<file path="src/hw/rtl/qrs_pkg.sv">
// ----------------------------------------------------------------------------
// qrs_pkg
// shared types and constants of the quadratic root solver
// ----------------------------------------------------------------------------
package qrs_pkg;

    typedef enum logic [1:0] {
        KIND_NONE = 2'd0,
        KIND_ONE  = 2'd1,
        KIND_TWO  = 2'd2,
        KIND_INF  = 2'd3
    } t_root_kind;

    typedef struct packed {
        logic full;
        logic empty;
    } t_fifo_stat;

    localparam int FIFO_DEPTH = 4;
    localparam int FIFO_AW    = 2;

endpackage

</file>
<file path="src/hw/rtl/qrs_fifo.sv">
// ----------------------------------------------------------------------------
// qrs_fifo
// short job queue between the front and the back pipeline
// ----------------------------------------------------------------------------
module qrs_fifo #(
    parameter int WIDTH = 8
) (
    input  logic                i_clk,
    input  logic                i_rst_n,
    input  logic                i_push,
    input  logic [WIDTH-1:0]    i_data,
    input  logic                i_pop,
    output qrs_pkg::t_fifo_stat o_stat,
    output logic [WIDTH-1:0]    o_data
);

    localparam int AW = qrs_pkg::FIFO_AW;

    logic [WIDTH-1:0] r_mem [qrs_pkg::FIFO_DEPTH];
    logic [AW-1:0]    r_wr;
    logic [AW-1:0]    r_rd;
    logic [AW:0]      r_cnt;

    assign o_stat.full  = (r_cnt == (AW+1)'(qrs_pkg::FIFO_DEPTH));
    assign o_stat.empty = (r_cnt == '0);
    assign o_data       = r_mem[r_rd];

    always_ff @(posedge i_clk) begin
        if (!i_rst_n) begin
            r_wr  <= '0;
            r_rd  <= '0;
            r_cnt <= '0;
        end else begin
            if (i_push) begin
                r_wr <= r_wr + 1'b1;
            end
            if (i_pop) begin
                r_rd <= r_rd + 1'b1;
            end
            r_cnt <= r_cnt + (AW+1)'(i_push) - (AW+1)'(i_pop);
        end
    end

    always_ff @(posedge i_clk) begin
        if (i_push) begin
            r_mem[r_wr] <= i_data;
        end
    end

endmodule

</file>
<file path="config.mk">
export PLATFORM = sky130hd
export DESIGN_NAME = qrs_fifo
export DESIGN_NICKNAME = d
export VERILOG_FILES = /design/src/hw/rtl/qrs_pkg.sv /design/src/hw/rtl/qrs_fifo.sv
export SDC_FILE = /design/constraint.sdc
export NUM_CORES = 1
export LEC_CHECK = 0
export ABC_AREA = 1
export BUFFER_PORTS_ARGS = -buffer_cell sky130_fd_sc_hd__buf_2
export CAP_MARGIN = 20
export CORE_MARGIN = 10
export CORE_UTILIZATION = 35
export CTS_BUF_LIST = sky130_fd_sc_hd__clkbuf_8
export CTS_CLUSTER_SIZE = 40
export DETAILED_ROUTE_END_ITERATION = 10
export GPL_TIMING_DRIVEN = 0
export HOLD_SLACK_MARGIN = 0.15
export PLACE_DENSITY = 0.56
export SYNTH_ARGS = -nofsm -noshare
export SYNTH_HDL_FRONTEND = slang
export SYNTH_SLANG_ARGS = --single-unit
</file>
<file path="constraint.sdc">
create_clock -name i_clk -period 1.8 [get_ports i_clk]
set_clock_uncertainty 0.05 [all_clocks]
set_input_delay 0.18 -clock i_clk [delete_from_list [all_inputs] [get_ports i_clk]]
set_output_delay 0.18 -clock i_clk [all_outputs]
set_load 0.1 [all_outputs]
</file>
# After elaboration in Yosys (flattened, before gate mapping)
# Memories as Yosys holds them, arrays and structs flattened. A register that Yosys moved wholly into a read port is not among the register bits.
# Cells that the tools add are included.
[totals]
regBits = 7
latch_bits = 0
mem_bits_rw = 32
mem_bits_ro = 0
in_bits = 12
out_inout_bits = 10
mem_count = 1
[mem_list]
columns = ["memory", "depth", "width", "rd", "rd_clocked_by_memory_dff", "wr", "line_no", "text"]
rows = [
  ["r_mem", 4, 8, 1, 1, 1, "qrs_fifo.sv:19", "logic [WIDTH-1:0] r_mem [qrs_pkg::FIFO_DEPTH];"],
]
[op_classes]
n_addsub = 4
mul = 0
div_mod_pow = 0
magnitude_cmp = 0
eq_ne = 1
shifts = 0
mux = 4
bitwise = 0
reduce_logical = 1
[op_table]
columns = ["op", "n"]
rows = [
  ["$add 2x1->2 const B", 2],
  ["$mux 2", 2],
  ["$add 3x1->3", 1],
  ["$eq 3x3->1 const B", 1],
  ["$logic_not 3->1", 1],
  ["$sub 3x1->3", 1],
  ["$mux 1", 2],
]

# Depth between registers and ports, before layout
# Gate-level depths: netlist of run 1.
[logic_depth]
depth_word = 3
mapped_depth = 8
mapped_depth_nobuf = 8

# Worst setup path before layout of run 1
# No wires, ideal clock.
[synth_timing]
path_type = "reg2out"
start = "register r_cnt[1]"
end = "output port o_stat[0] (netlist bit)"
t_arrival_ps = 2375
t_required_ps = 1570
path_slack_ps = -805
path_stages_with_launch = 2
n_path_buf = 0
path_cell_list = "dfxtp_1 -> nor3_1"
[synth_lines]
columns = ["element", "line_no", "text"]
rows = [
  ["start: declaration", "qrs_fifo.sv:22", "logic [AW:0] r_cnt;"],
  ["start signal: assignment", "qrs_fifo.sv:40", "r_cnt <= r_cnt + (AW+1)'(i_push) - (AW+1)'(i_pop);"],
  ["end: declaration", "qrs_fifo.sv:13", "output qrs_pkg::t_fifo_stat o_stat,"],
]

# Final worst setup path of run 1
[layout_timing]
start = "register r_cnt[0]"
end = "register r_cnt[2]"
[layout_between]
elab_chain_len = 2
[layout_rtl]
columns = ["element", "line_no"]
rows = [
  ["$add 3x1->3", "qrs_fifo.sv:40"],
  ["$sub 3x1->3", "qrs_fifo.sv:40"],
]
# No other way between the ends.
# A chain may end at the register's enable or synchronous reset.

==> results of run 1 <==
## final cells by class
cell class / count / area [sq um]
Clock inverter: 3 / 45.0
Buffer: 5 / 52.6
Multi-Input combinational cell: 71 / 412
Clock buffer: 5 / 68.8
Fill cell: 462 / 2580
Sequential cell: 41 / 1140
Timing Repair Buffer: 31 / 225
Tap cell: 67 / 83.8
Inverter: 31 / 116
## worst max path at each step
stage	start	end	cells after the start
2_1_floorplan	r_cnt[1]	o_stat[0]	1
3_3_place_gp	r_cnt[0]	r_cnt[2]	7
3_5_place_dp	r_cnt[0]	r_cnt[2]	8
4_1_cts	flip-flop	o_data[4]	4
5_1_grt	flip-flop	o_data[0]	4
6_report	r_cnt[0]	r_cnt[2]	8
## sequential cells by signal, summed over array words and instances, names as in the netlist, named ones only
register  flops
r_cnt         3
r_rd          2
r_mem        32
r_wr          2
## power breakdown
part           switching (mW)  internal [mW]  leakage, nW
Clock                   0.322          0.416       0.0587
Sequential             0.0329           1.08        0.369
Combinational           0.467          0.144        0.488
## Yosys cell counts (2+ instances only)
master / instances
sky130_fd_sc_hd__nor2_1: 2
sky130_fd_sc_hd__edfxtp_1: 32
sky130_fd_sc_hd__a21oi_1: 13
sky130_fd_sc_hd__ha_1: 6
sky130_fd_sc_hd__o21ai_0: 10
sky130_fd_sc_hd__nand2_1: 26
sky130_fd_sc_hd__dfxtp_1: 9
sky130_fd_sc_hd__o211ai_1: 8
sky130_fd_sc_hd__buf_6: 4
sky130_fd_sc_hd__o21ai_1: 2
sky130_fd_sc_hd__inv_1: 31
## metrics by stage
| step | std cells | instance area [sq um] | total power [mW] |
|---|---|---|---|
| floorplan | 148 | 1720 | 1.60 |
| global placement | 236 | 1910 | 1.69 |
| detailed placement | 236 | 1910 | 1.72 |
| CTS | 254 | 2140 | 2.49 |
| global route | 254 | 2140 | 2.58 |
| finish | 254 | 2140 | 2.46 |
## cells by family (layout without fill, tap and decap cells)
group	after synthesis	count (layout)	share of synthesized area [%]
AOI/OAI and AO/OA	34	34	11.3
adders and majority gates	7	7	5.55
buffers and inverters	36	75	9.85
DFF	41	41	66.6
and+or+nand+nor	30	30	6.71
## critical path, delay by kind of cell, from the launching register on
family	cells	cell delay (ps)
adder cells (fa/ha/maj)	3	850
buffers and inverters	2	110
flip-flops	1	390
AND/OR/NAND/NOR	3	240
## metal layers
metal / vias up / GRT usage (%)
li1: 569 / -
met1: 521 / 8.47
met2: 24 / 16.9
met3: 4 / 3.74
met4: 0 / 4.24
met5: - / 0
## timing repair
item | 4_1_cts | 5_1_grt
gates resized for setup | 5 | 3
hold buffers | 10 | 0
setup buffers | 0 | 0
endpoints found under the setup margin | 5 | 3
hold endpoints to repair | 41 | 0
cloned | 0 | 0
==> results_dict.tcl, run 1 <==
set metrics [dict create \
    synthesis.yosys.warnings 0 \
    start_util_pct 36.3 \
    synth_cell_types 16 \
    worst_slew_margin_rel_pct 67.7 \
    gpl.final_weighted_congestion 0.684 \
    pin_count_of_the_biggest_net_entering_global_routing 15 \
    maxSlewViolCount 0 \
    timing.reg2reg.setup_slack_ps 100 \
    timing.setup.critical_path_class "reg -> reg" \
    worst_r2r_endpoint "r_cnt[2]" \
    worstPathArrival_ps 1890 \
    met2RoutedLength_mm 1.75 \
    synth-edff-count 32 \
    grt.total_usage_pct 9.11 \
    post_route_setup_tns_ps 0 \
    final_common_cell "sky130_fd_sc_hd__edfxtp_1" \
    floorplan.rows 25 \
    most-common-layout-cells "sky130_fd_sc_hd__edfxtp_1 (32), sky130_fd_sc_hd__inv_1 (31), sky130_fd_sc_hd__nand2_1 (26)" \
    ir_drop_v 0.000789 \
    asyncSetResetFlopFracSynth_pct 0 \
    die_w_um 90.0 \
    chipHeight_um 90.0 \
    rsz_0062_raised_after_global_routing "false" \
    routed_wl_mm 3.42 \
    seq_total_area_yosys_pct 66.6 \
    clk_pin_slew_ps 80 \
    syn_inst 148 \
    highest_layer "met4" \
    per_instance_average_area_after_synthesis_sq_um 11.6 \
    min_period_over_period_pct 94.3 \
    first_global_vias 1305 \
    finalHoldViolCount 0 \
    gr-total-overflow 0 \
    final_routed_wire_length_divided_by_cell_count_um 13.5 \
    final_period_minus_worst_setup_slack_ps 1700 \
    critical_path.endpoint_type "flip-flop" \
    grt_pass1_wl_mm 5.82 \
    detail_route.drc_violations 0 \
    p_per_area_mw_per_mm2 1150 \
    worstHoldStart "i_push" \
    insertedDiodeCount 0 \
    clkLatencyLatePin_ps 290 \
    path_cells "inv_1, ha_1, inv_1, ha_1, fa_1, nand3_1, nand2_1, nor2_1" \
    number_of_vias_per_cell_after_detailed_routing 4.40 \
    run_status "finished clean" \
    floorplan.core_area_sq_mm 0.00472 \
    clock_tree_from_tritoncts "done" \
    synth.top_cells.by_area "sky130_fd_sc_hd__edfxtp_1 (56%), sky130_fd_sc_hd__dfxtp_1 (11%), sky130_fd_sc_hd__inv_1 (6.8%), sky130_fd_sc_hd__nand2_1 (5.7%), sky130_fd_sc_hd__ha_1 (4.4%)" \
    worst_hold_slack_ps 191 \
    max_clock_freq_mhz 589 \
    timing.rr.start "r_cnt[0]" \
    crit_path_top_delay_cell "sky130_fd_sc_hd__dfxtp_1" \
    antenna_violations_before_repair 0 \
    p_leak_nw 0.915 \
    routed_metal_1_wirelength_mm 1.43 \
    max_stage_delay_ps 390 \
    clock_tree_root_buffer_cell "sky130_fd_sc_hd__clkbuf_8" \
    netlist.top_cell.by_area "sky130_fd_sc_hd__edfxtp_1" \
    num-nets-final 205 \
    first_iter_violations 55 \
    route.vias.total 1118 \
    reg2regPathDepth 8 \
    cp_data_required_time_ps 1990 \
    layout.core_utilization_pct 45.4 \
    yosys.area.top_type_share_pct 56.1 \
    cts_inserted_buffers 5 \
    synthToLayoutAreaGrowth_pct 25.1 \
    synth.net_count 167 \
    dieArea_sq_mm 0.00810 \
    htree_levels 2 \
    preCtsSetupSlack_ps 117 \
    worstHoldPathType "in -> reg" \
    worst_slack_ps 103 \
    first_pass_iters 4 \
    setup_violations 0 \
    io-pin-count 22 \
    cts-root-to-sink-buffers 2 \
    dominantRegCellSynth "sky130_fd_sc_hd__edfxtp_1" \
    hold-path-cell-count 3 \
    start_kind "flip-flop" \
    slew_worst_pin_ps 488 \
    final_antenna_net_count 0 \
    dr_wl_met3_um 178 \
    cap_violations 0 \
    hpwl_mm 2.44 \
    layout_cells_sized_above_1_pct 19.8 \
    ys_ff_latch 41 \
    crit_fanout 3 \
    mappedNetlistArea_sq_mm 0.00171 \
    place.port_buffers 21 \
    whs_endpoint "r_wr[1]" \
    tritoncts_num_sinks 41 \
]
Power figures use the tool's default switching activity.
==> inputs of run 2 (changes only) <==
==> constraint.sdc (replaced) <==
create_clock -name i_clk -period 1.8 [get_ports i_clk]
set_clock_uncertainty 0.05 [all_clocks]
set_input_delay 0.09 -clock i_clk [delete_from_list [all_inputs] [get_ports i_clk]]
set_output_delay 0.09 -clock i_clk [all_outputs]
set_load 0.1 [all_outputs]
==> results_dict.tcl, run 2 (synthesis gave the netlist of run 1 again) <==
set metrics [dict create \
    run_status "finished clean" \
    worstHoldPathType "reg -> reg" \
    worst_slew_margin_rel_pct 67.3 \
    die_w_um 90.0 \
    maxSlewViolCount 0 \
    cts-root-to-sink-buffers 2 \
    worstPathArrival_ps 1900 \
    tritoncts_num_sinks 41 \
    timing.reg2reg.setup_slack_ps 110 \
    worst_path_dominant_cell_family "adder cells" \
    largest_register_ff_count 32 \
    start_kind "input port" \
    clock_tree_root_buffer_cell "sky130_fd_sc_hd__clkbuf_8" \
    clkLatencyLatePin_ps 290 \
    floorplan.rows 25 \
    grt.total_usage_pct 9.11 \
    first_pass_iters 4 \
    gr-total-overflow 0 \
    num-nets-final 207 \
    grt_pass1_wl_mm 5.83 \
    setup_violations 0 \
    clk_pin_slew_ps 80 \
    io-pin-count 22 \
    detail_route.drc_violations 0 \
    number_of_vias_per_cell_after_detailed_routing 4.37 \
    insertedDiodeCount 0 \
    filler_cell_count_in_the_final_layout 466 \
    worst_hold_slack_ps 429 \
    critical_path.n_buffers_inverters 3 \
    floorplan.core_area_sq_mm 0.00472 \
    synthToLayoutAreaGrowth_pct 25.4 \
    max_stage_delay_ps 530 \
    routed_wl_mm 3.42 \
    gpl.final_weighted_congestion 0.684 \
    hpwl_mm 2.44 \
    area_of_all_placed_cells_without_fillers_sq_mm 0.00215 \
    ir_drop_v 0.000797 \
    preCtsSetupSlack_ps 117 \
    instances_no_fill 256 \
    cts_post_setup_buffers_inserted 0 \
    chipHeight_um 90.0 \
    start_util_pct 36.3 \
    worst_slack_ps 88.0 \
    crit_path_frequent_cell "sky130_fd_sc_hd__ha_1" \
    htree_levels 2 \
    slew_worst_pin_ps 494 \
    route.vias.total 1119 \
    antenna_violations_before_repair 0 \
    final_routed_wire_length_divided_by_cell_count_um 13.4 \
    critical_path.endpoint_type "flip-flop" \
    crit_path_top_delay_cell "sky130_fd_sc_hd__dlygate4sd3_1" \
    place.port_buffers 21 \
    final_period_minus_worst_setup_slack_ps 1710 \
    overall_power_of_the_completed_layout_mw 2.45 \
    timing.setup.critical_path_class "in -> reg" \
    first_iter_violations 58 \
    most-common-layout-cells "sky130_fd_sc_hd__edfxtp_1 (32), sky130_fd_sc_hd__inv_1 (31), sky130_fd_sc_hd__nand2_1 (26)" \
    cts_inserted_buffers 5 \
    layout_cells_sized_above_1_pct 19.6 \
    final_antenna_net_count 0 \
    first_global_vias 1294 \
    p_per_area_mw_per_mm2 1140 \
    layout.core_utilization_pct 45.5 \
    dieArea_sq_mm 0.00810 \
    cp_data_required_time_ps 1990 \
    dp.cells 236 \
    post_route_setup_tns_ps 0 \
    rsz_0062_raised_after_global_routing "false" \
    crit_fanout 5 \
    final_common_cell "sky130_fd_sc_hd__edfxtp_1" \
    p_leak_nw 0.920 \
    finalHoldViolCount 0 \
    biggestRegsByFlops "r_mem x32, r_cnt x3" \
    pin_count_of_the_biggest_net_entering_global_routing 15 \
    min_period_over_period_pct 95.1 \
    registers.top_by_ff_count "r_mem" \
    post_dp_cell_area_sq_mm 0.00191 \
    clock_tree_from_tritoncts "done" \
    max_clock_freq_mhz 584 \
    path_cells "dlygate4sd3_1, buf_2, ha_1, inv_1, ha_1, fa_1, nand3_1, nand2_1, nor2_1" \
    cap_violations 0 \
]
-- run 2: cell types whose count changed in the layout (fill, tap and decap cells not counted) --
cell / previous run / this run
sky130_fd_sc_hd__buf_2: 13 / 19
sky130_fd_sc_hd__buf_4: 6 / 1
sky130_fd_sc_hd__clkbuf_4: 3 / 2
sky130_fd_sc_hd__dlygate4sd3_1: 10 / 12
-- run 2: timing repair --
action                                 4_1_cts  5_1_grt
resized for setup                            0        2
endpoints found under the hold margin       41        0
hold buffers                                12        0
setup endpoints to repair                    0        2
-- run 2: final timing paths --
check / to / cells past startpoint / startpoint
setup / recovery: r_cnt[2] / 9 / i_pop
setup reg to reg: r_cnt[2] / 8 / r_cnt[0]
hold reg to reg: r_rd[1] / 2 / r_rd[1]
hold / removal: r_rd[1] / 2 / r_rd[1]
-- run 2: where the power goes --
group | internal [mW] | switching (mW)
Combinational | 0.137 | 0.467
Clock | 0.416 | 0.320
Sequential | 1.08 | 0.0326
Total | 1.63 | 0.819
-- run 2: worst min-delay path, delay by kind of cell (launching register included) --
| family | cells | cell delay, ps |
|---|---|---|
| compound gates | 1 | 70 |
| buf+inv | 1 | 60 |
| flops | 1 | 310 |
-- run 2: layer usage --
metal	global-route usage, %	up-vias	wire [um]
met5	0	-	0
met4	3.98	0	56
met3	3.74	4	201
met2	17.1	27	1760
met1	8.37	515	1410
li1	-	573	-
-- run 2: layout make-up --
cell class / count / area (sq um) / share of cell area (%)
sequential: 41 / 1140 / 53.1
multi-input combinational: 71 / 412 / 19.2
timing repair buffer: 33 / 230 / 10.7
inverter: 31 / 116 / 5.41
tap: 67 / 83.8 / 3.90
clock buffer: 5 / 68.8 / 3.20
buffer: 5 / 52.6 / 2.44
clock inverter: 3 / 45.0 / 2.10
